**config.mk**
```make
export PLATFORM = sky130hd
export DESIGN_NAME = mpq_cell
export DESIGN_NICKNAME = d
export VERILOG_FILES = /design/src/mpq_pkg.sv /design/src/mpq_cell.sv
export SDC_FILE = /design/constraint.sdc
export NUM_CORES = 1
export LEC_CHECK = 0
export BUFFER_PORTS_ARGS = -buffer_cell sky130_fd_sc_hd__buf_2
export CORE_MARGIN = 2
export CORE_UTILIZATION = 47
export DETAILED_ROUTE_END_ITERATION = 16
export GPL_ROUTABILITY_DRIVEN = 0
export PLACE_DENSITY = 0.95
export SETUP_SLACK_MARGIN = 0.3
export SYNTH_ARGS = -nofsm -noshare
export SYNTH_HDL_FRONTEND = slang
export SYNTH_SLANG_ARGS = --single-unit
```
**constraint.sdc**
```tcl
create_clock -name i_clk -period 8.9 [get_ports i_clk]
set_input_delay 0.89 -clock i_clk [delete_from_list [all_inputs] [get_ports i_clk]]
set_output_delay 0.89 -clock i_clk [all_outputs]
set_load 0.02 [all_outputs]
```
**src/mpq_pkg.sv**
```systemverilog
// package for the min priority queue: sizes, codes and shared types
package mpq_pkg;

    localparam int DEPTH        = 16;
    localparam int PAYLOAD_BITS = 16;
    localparam int KEY_BITS     = 32;
    localparam int TAG_BITS     = 16;
    localparam int STORE_BITS   = (PAYLOAD_BITS < TAG_BITS) ? PAYLOAD_BITS : TAG_BITS;
    localparam int CNT_W        = $clog2(DEPTH + 1);

    typedef enum logic {
        CMD_PUSH = 1'b0,
        CMD_POP  = 1'b1
    } t_cmd;

    typedef enum logic [1:0] {
        ST_OK         = 2'd0,
        ST_POP_EMPTY  = 2'd1,
        ST_PUSH_FULL  = 2'd2
    } t_status;

    typedef struct packed {
        logic                  push;
        logic                  pop;
        logic [KEY_BITS-1:0]   key;
        logic [STORE_BITS-1:0] tag;
    } t_ctl;

    typedef struct packed {
        logic [KEY_BITS-1:0]   pri;
        logic [STORE_BITS-1:0] pay;
        logic                  le;
    } t_link;

    typedef struct packed {
        logic [KEY_BITS-1:0] out_priority;
        logic [TAG_BITS-1:0] out_payload;
        logic                out_valid;
        logic                is_empty;
        logic                is_full;
        logic [1:0]          status;
    } t_result;

endpackage

```
**src/mpq_cell.sv**
```systemverilog
// one slot of the sorted shift chain
module mpq_cell import mpq_pkg::*; (
    input  logic  i_clk,
    input  t_ctl  i_ctl,
    input  logic  i_occ,
    input  t_link i_prev,
    input  t_link i_next,
    output t_link o_link
);

    logic [KEY_BITS-1:0]   r_pri;
    logic [STORE_BITS-1:0] r_pay;
    logic [KEY_BITS-1:0]   n_pri;
    logic [STORE_BITS-1:0] n_pay;
    logic                  w_le;

    assign w_le = i_occ && (r_pri <= i_ctl.key);

    always_comb begin
        n_pri = r_pri;
        n_pay = r_pay;
        if (i_ctl.push) begin
            if (!w_le) begin
                if (i_prev.le) begin
                    n_pri = i_ctl.key;
                    n_pay = i_ctl.tag;
                end else begin
                    n_pri = i_prev.pri;
                    n_pay = i_prev.pay;
                end
            end
        end else if (i_ctl.pop) begin
            n_pri = i_next.pri;
            n_pay = i_next.pay;
        end
    end

    always_ff @(posedge i_clk) begin
        r_pri <= n_pri;
        r_pay <= n_pay;
    end

    assign o_link.pri = r_pri;
    assign o_link.pay = r_pay;
    assign o_link.le  = w_le;

endmodule

```
==> results of run 1 <==
-- flip-flops by register name (all words and copies together), names as in the netlist --
signal	cells
r_pay	16
r_pri	32
-- worst paths after layout --
kind / start / to / slack (ns) / depth (start not counted)
max: i_ctl[29] / o_link[0] / 5.33 / 9
min: i_next[8] / r_pay[7] / 0.92 / 3
max reg2reg: r_pri[13] / r_pri[2] / 5.99 / 7
min reg2reg: r_pri[31] / r_pri[20] / 1.58 / 5
-- Yosys cell counts --
cell                       number  area [um2]
sky130_fd_sc_hd__nand4_1        7        43.8
sky130_fd_sc_hd__nand4_2        1        12.5
sky130_fd_sc_hd__o211ai_1       1        7.51
sky130_fd_sc_hd__nand3_1        3        15.0
sky130_fd_sc_hd__buf_4          1        7.51
sky130_fd_sc_hd__nor2b_1        1        6.26
sky130_fd_sc_hd__mux2i_1       48         480
sky130_fd_sc_hd__nand3b_1       1        7.51
sky130_fd_sc_hd__o31a_1         1        8.76
sky130_fd_sc_hd__nor3_1         1        5.00
sky130_fd_sc_hd__a21oi_1       60         300
sky130_fd_sc_hd__o21ai_0        6        30.0
sky130_fd_sc_hd__clkbuf_1      12        45.0
sky130_fd_sc_hd__or4_1          1        7.51
sky130_fd_sc_hd__buf_2          5        25.0
sky130_fd_sc_hd__nand2b_1       2        12.5
sky130_fd_sc_hd__inv_1         33         124
sky130_fd_sc_hd__edfxtp_1      48        1440
sky130_fd_sc_hd__a21o_1         1        7.51
sky130_fd_sc_hd__ha_1          32         400
sky130_fd_sc_hd__nor2_1        51         191
sky130_fd_sc_hd__nand2_1        9        33.8
sky130_fd_sc_hd__a221oi_1       2        17.5
sky130_fd_sc_hd__or4_4          1        11.3
sky130_fd_sc_hd__a31oi_2        1        12.5
sky130_fd_sc_hd__a31oi_1        1        6.26
sky130_fd_sc_hd__a41oi_1        1        8.76
-- layer usage --
| layer | wire (um) | share of wire |
|---|---|---|
| met5 | 0 | 0 |
| met4 | 129 | 0.015 |
| met2 | 4560 | 0.52 |
| met1 | 3470 | 0.40 |
| met3 | 548 | 0.063 |
-- final cells by class --
class	instances	area, um2
Clock inverter	3	37.5
Multi-Input combinational cell	232	1630
Timing Repair Buffer	200	1010
Sequential cell	48	1440
Clock buffer	5	68.8
Inverter	33	124
Fill cell	565	2350
Tap cell	80	100
-- stage by stage --
stage / cell area [um2] / setup slack [ns]
finish: 4410 / 5.33
detailed placement: 4300 / 5.32
CTS: 4410 / 5.31
global route: 4410 / 5.22
floorplan: 3270 / 5.04
global placement: 4300 / 5.33
-- kinds of logic after synthesis --
family,synth area share
fa+ha+maj,0.122
flops,0.441
compound gates,0.122
mux,0.147
buf+inv,0.0616
simple gates,0.106
-- power by group --
part | leakage [nW] | total (mW) | switching (mW) | internal [mW]
clock | 0.0532 | 0.152 | 0.0699 | 0.0819
sequential | 0.472 | 0.291 | 0.0107 | 0.280
combinational | 1.73 | 0.191 | 0.112 | 0.0795
total | 2.26 | 0.634 | 0.192 | 0.442
-- placed cells by master, fill, tap and decap left out, drive strengths merged, types with 2 or more instances in the layout --
| cell | n |
|---|---|
| buf | 200 |
| a21oi | 60 |
| nor2 | 51 |
| mux2i | 48 |
| edfxtp | 48 |
| inv | 33 |
| ha | 32 |
| nand2 | 9 |
| nand4 | 8 |
| o21ai | 6 |
| clkbuf | 5 |
| nand3 | 3 |
| a221oi | 2 |
| nand2b | 2 |
| clkinv | 2 |
| or4 | 2 |
| a31oi | 2 |
-- worst max-delay path, delay by kind of cell --
| kind | cells | cell delay (ns) |
|---|---|---|
| AO/OA/AOI/OAI | 3 | 0.50 |
| buffers and inverters | 3 | 0.30 |
| AND/OR/NAND/NOR | 2 | 0.69 |
| adder cells (fa/ha/maj) | 1 | 0.31 |
==> impl_metrics.ini, run 1 <==
[grt]
grtUsageMet1 = 0.246
grt_pass1_vias = 3110
gr-total-overflow = 0
top_usage_layer = met2
global_route.usage.total = 0.224
antenna_found_initial = 0
met2_use_gr = 0.424
grt_util_met3 = 0.0417
global_route_wire_length_before_repair_um = 13400
grt_start_max_net_pins = 97

[drt]
drt_first_pass_iters = 6
vias_per_cell = 5.21
post_drt_wl_per_cell_um = 14.5
routed-via-count = 3134
routed_wl_um = 8710
antenna_violating_nets_post_route = 0
detail_route.drc_violations = 0
drt_iter0_markers = 99

[clock_tree]
tritoncts_clock_tree = done
cts-hold-fix-buffers = 0
post_cts_buffers = 0
cts_inserted_buffers = 5
cts-root-to-sink-buffers = 2
cts.repair.resized = 0
skew_pair_late_insertion_delay_ns = 0.29
clock_sinks = 48
h-tree-depth = 2
clockRootBuffer = sky130_fd_sc_hd__clkbuf_8
clk_pin_slew_ns = 0.08

[timing]
final-setup-viol-count = 0
clock.fmax_mhz = 280
final_hold_viol_count = 0
timing.hold.ws_ns = 0.916
worst_clock_skew_ns = 0.00731
fin_tns_setup_ns = 0
slew-limit-headroom = 0.418
grt_setup_unrepaired = no
period_share = 0.401
slew_viol_final = 0
tightest_slew_ns = 0.874
final_period_minus_worst_setup_slack_ns = 3.57

[synthesis]
cells_after_synthesis = 331
ys.warnings.count = 0
synthesis.area_um2 = 3270
syn-mean-instance-area_um2 = 9.88
syn-num-nets = 513
ys_ff_latch = 48
seq_area_frac_synth = 0.441
synth_cell_type_count = 27

[floorplanning]
core_outline_area_um2 = 6760
start_util = 0.484
die_h_um = 87.4
count_of_standard_cell_rows = 30
ios = 199
die_w_um = 87.4
die_footprint_um2 = 7640

[power_and_ir_drop]
total_leakage_power_nw = 2.26
finalPower_mw = 0.634
power.density_cell_area_nw_per_um2 = 144
worst_ir_drop_vdd_mv = 0.0861

[critical_path]
worst_path_largest_cell_delay_ns = 0.56
cpMaxStageDelayCell = sky130_fd_sc_hd__or4_4
worstPathRequired_ns = 8.01
critical-path-top-cell-by-count = sky130_fd_sc_hd__buf_2
startpoint_type = input pin
timing.critical_path.cells = buf_2 > inv_1 > ha_1 > nand4_2 > or4_4 > a21o_1 > a31oi_2 > o21ai_0 > buf_2
setup.worst_path.end_class = primary output
timing_worst_setup_path_type = input pin to primary output
worst_ep_arrival_time_ns = 2.68
worstPathMaxFanout = 3

[finish]
utilization = 0.652
finish.net_count = 702
layout-drive-gt1-share = 0.403
insertedDiodeCount = 0
final_cells = 601
synthToLayoutAreaGrowth_pct = 34.8

[place]
dpl.hpwl_um = 6920
place.port_buffers = 197
placed_cells_incl_taps = 593

[worst_hold_path]
timing.hold.worst.class = input pin to flip-flop

[outcome]
status = finished clean

[job]
timing.max_cap.violations = 0
(Power assumes the default switching activity.)
==> run 2: changes to the inputs <==
--- a/config.mk
+++ b/config.mk
@@ -7,10 +7,10 @@
 export LEC_CHECK = 0
 export BUFFER_PORTS_ARGS = -buffer_cell sky130_fd_sc_hd__buf_2
 export CORE_MARGIN = 2
-export CORE_UTILIZATION = 47
+export CORE_UTILIZATION = 44
 export DETAILED_ROUTE_END_ITERATION = 16
 export GPL_ROUTABILITY_DRIVEN = 0
-export PLACE_DENSITY = 0.95
+export PLACE_DENSITY = 0.91
 export SETUP_SLACK_MARGIN = 0.3
 export SYNTH_ARGS = -nofsm -noshare
 export SYNTH_HDL_FRONTEND = slang
==> constraint.sdc (replaced) <==
create_clock -name i_clk -period 3.6 [get_ports i_clk]
set_input_delay 0.36 -clock i_clk [delete_from_list [all_inputs] [get_ports i_clk]]
set_output_delay 0.36 -clock i_clk [all_outputs]
set_load 0.02 [all_outputs]
==> run 2 against run 1 <==
- critical path type is now flip-flop to primary output
- worst setup slack got worse by 4.5 ns
- clock skew increased by 0.0035 ns
- first-iteration DRC count decreased by 31%
- critical endpoint unchanged
- via count decreased by 0.48%
- flip-flop and latch count unchanged
- highest routed layer unchanged
- routed wire length decreased by 0.61%
- total power increased by 140%
- largest power group unchanged
==> impl_metrics.ini, run 2 (synthesis results as in run 1) <==
[finish]
final_cells = 620
final_cell_mix = sky130_fd_sc_hd__buf_2, sky130_fd_sc_hd__a21oi_1, sky130_fd_sc_hd__nor2_1
layout.cell_area.non_filler_um2 = 4410
regs_by_ff_count = r_pri: 32 flops, r_pay: 16 flops
largest_register = r_pri
insertedDiodeCount = 0
mostFrequentLayoutCell = sky130_fd_sc_hd__buf_2
synthToLayoutAreaGrowth_pct = 34.9
largest_register_ff_count = 32
finish.net_count = 703
layout-drive-gt1-share = 0.405

[critical_path]
timing_worst_setup_path_type = flip-flop to primary output
worstPathMaxFanout = 3
worst_r2r_path_depth = 7
worst_r2r_startpoint = r_pri[13]
startpoint_type = flip-flop
setup.worst_path.end_class = primary output
ff2ff_setup_slack_ns = 0.94
crit-reg2reg-capture = r_pri[10]
worst_ep_arrival_time_ns = 2.41
worstPathRequired_ns = 3.24

[drt]
drt_iter0_markers = 68
detail_route.drc_violations = 0
drt_first_pass_iters = 5
routed_wl_um = 8660
antenna_violating_nets_post_route = 0
routed-via-count = 3119
post_drt_wl_per_cell_um = 14.0
vias_per_cell = 5.03

[timing]
worst_clock_skew_ns = 0.0108
fin_tns_setup_ns = 0
final_period_minus_worst_setup_slack_ns = 2.77
slew_viol_final = 0
grt_setup_unrepaired = no
tightest_slew_ns = 0.699
period_share = 0.770
final-setup-viol-count = 0
final_hold_viol_count = 0
slew-limit-headroom = 0.534
clock.fmax_mhz = 361

[outcome]
status = finished clean

[power_and_ir_drop]
power.density_cell_area_nw_per_um2 = 340
netSwitchingPower_mw = 0.478
power_frac_comb = 0.315
power.clock.fraction = 0.207
worst_ir_drop_vdd_mv = 0.172
sw_frac_of_total = 0.319
internal_power_mw = 1.02
p_seq_frac = 0.479
total_leakage_power_nw = 2.25

[grt]
grt_start_max_net_pins = 60
grt_pass1_vias = 3076
antenna_found_initial = 0
global_route.usage.total = 0.208
global_route_wire_length_before_repair_um = 13900
gr-total-overflow = 0

[worst_hold_path]
timing.hold.worst.class = input pin to flip-flop
worstHoldPathCells = 3
holdCritStartpoint = i_next[44]
hold_end = r_pri[27]

[floorplanning]
ios = 199
start_util = 0.453
die_h_um = 90.2
core_outline_area_um2 = 7210
die_w_um = 90.2
die_footprint_um2 = 8140
count_of_standard_cell_rows = 31

[place]
dpl.hpwl_um = 6950
place.port_buffers = 197
placed_cells_incl_taps = 613
placement.cell_area_um2 = 4330

[clock_tree]
h-tree-depth = 2
skew_pair_late_insertion_delay_ns = 0.30
clockRootBuffer = sky130_fd_sc_hd__clkbuf_8
clk_pin_slew_ns = 0.09
cts.repair.resized = 0
cts_inserted_buffers = 5
post_cts_buffers = 0
cts-root-to-sink-buffers = 2
clock_sinks = 48
cts-hold-fix-buffers = 0
tritoncts_clock_tree = done

[job]
timing.max_cap.violations = 0
## run 2: cell count changes in the layout (fill, tap and decap cells not counted)
cell | previous run | this run
sky130_fd_sc_hd__clkinv_2 | 0 | 1
sky130_fd_sc_hd__clkinv_1 | 2 | 0
sky130_fd_sc_hd__clkbuf_1 | 0 | 1
sky130_fd_sc_hd__buf_4 | 3 | 4
sky130_fd_sc_hd__bufinv_16 | 1 | 0
## run 2: worst max path at each step
stage,startpoint,end
2_1_floorplan,r_pri[13],r_pay[0]
3_3_place_gp,i_ctl[31],r_pri[1]
3_5_place_dp,i_ctl[29],r_pay[13]
4_1_cts,r_pri[19],o_link[0]
5_1_grt,r_pri[19],o_link[0]
6_report,r_pri[19],o_link[0]
## run 2: area by class of cell
cell class                      count  area, um2
Sequential cell                    48       1440
Inverter                           33        124
Clock buffer                        6       72.6
Fill cell                         598       2800
Timing Repair Buffer              201       1020
Tap cell                           99        124
Clock inverter                      1       5.00
Multi-Input combinational cell    232       1630
## run 2: layer usage
layer	wire [um]	GRT usage	vias to the layer above
li1	-	-	1573
met1	3490	0.247	1403
met2	4500	0.380	135
met3	569	0.0411	8
met4	98	0.0628	0
met5	0	0	-
## run 2: power by group through the flow
| stage | combinational (mW) | sequential, mW | clock, mW |
|---|---|---|---|
| 6_report | 0.472 | 0.718 | 0.310 |
| 5_1_grt | 0.524 | 0.725 | 0.339 |
| 4_1_cts | 0.476 | 0.719 | 0.327 |
| 3_5_place_dp | 0.474 | 0.731 | 0 |
| 3_3_place_gp | 0.457 | 0.726 | 0 |
| 2_1_floorplan | 0.204 | 0.804 | 0 |
## run 2: worst max-delay path, stage by stage (launching register included)
cell and delay (ns):
sky130_fd_sc_hd__edfxtp_1 0.41, sky130_fd_sc_hd__ha_1 0.33, sky130_fd_sc_hd__nand4_1 0.11, sky130_fd_sc_hd__or4_1 0.61
sky130_fd_sc_hd__nor3_1 0.30, sky130_fd_sc_hd__nand2_1 0.08, sky130_fd_sc_hd__o21ai_0 0.07, sky130_fd_sc_hd__buf_2 0.19
## run 2: stage by stage
stage               total power, mW  utilization  hold slack, ns  setup slack, ns
finish                         1.50        0.611           0.376            0.828
global route                   1.59        0.611           0.381            0.637
CTS                            1.52        0.611           0.365            0.752
detailed placement             1.21        0.601           0.687            0.853
global placement               1.18        0.601           0.673            0.881
floorplan                      1.01            -           0.586            0.677
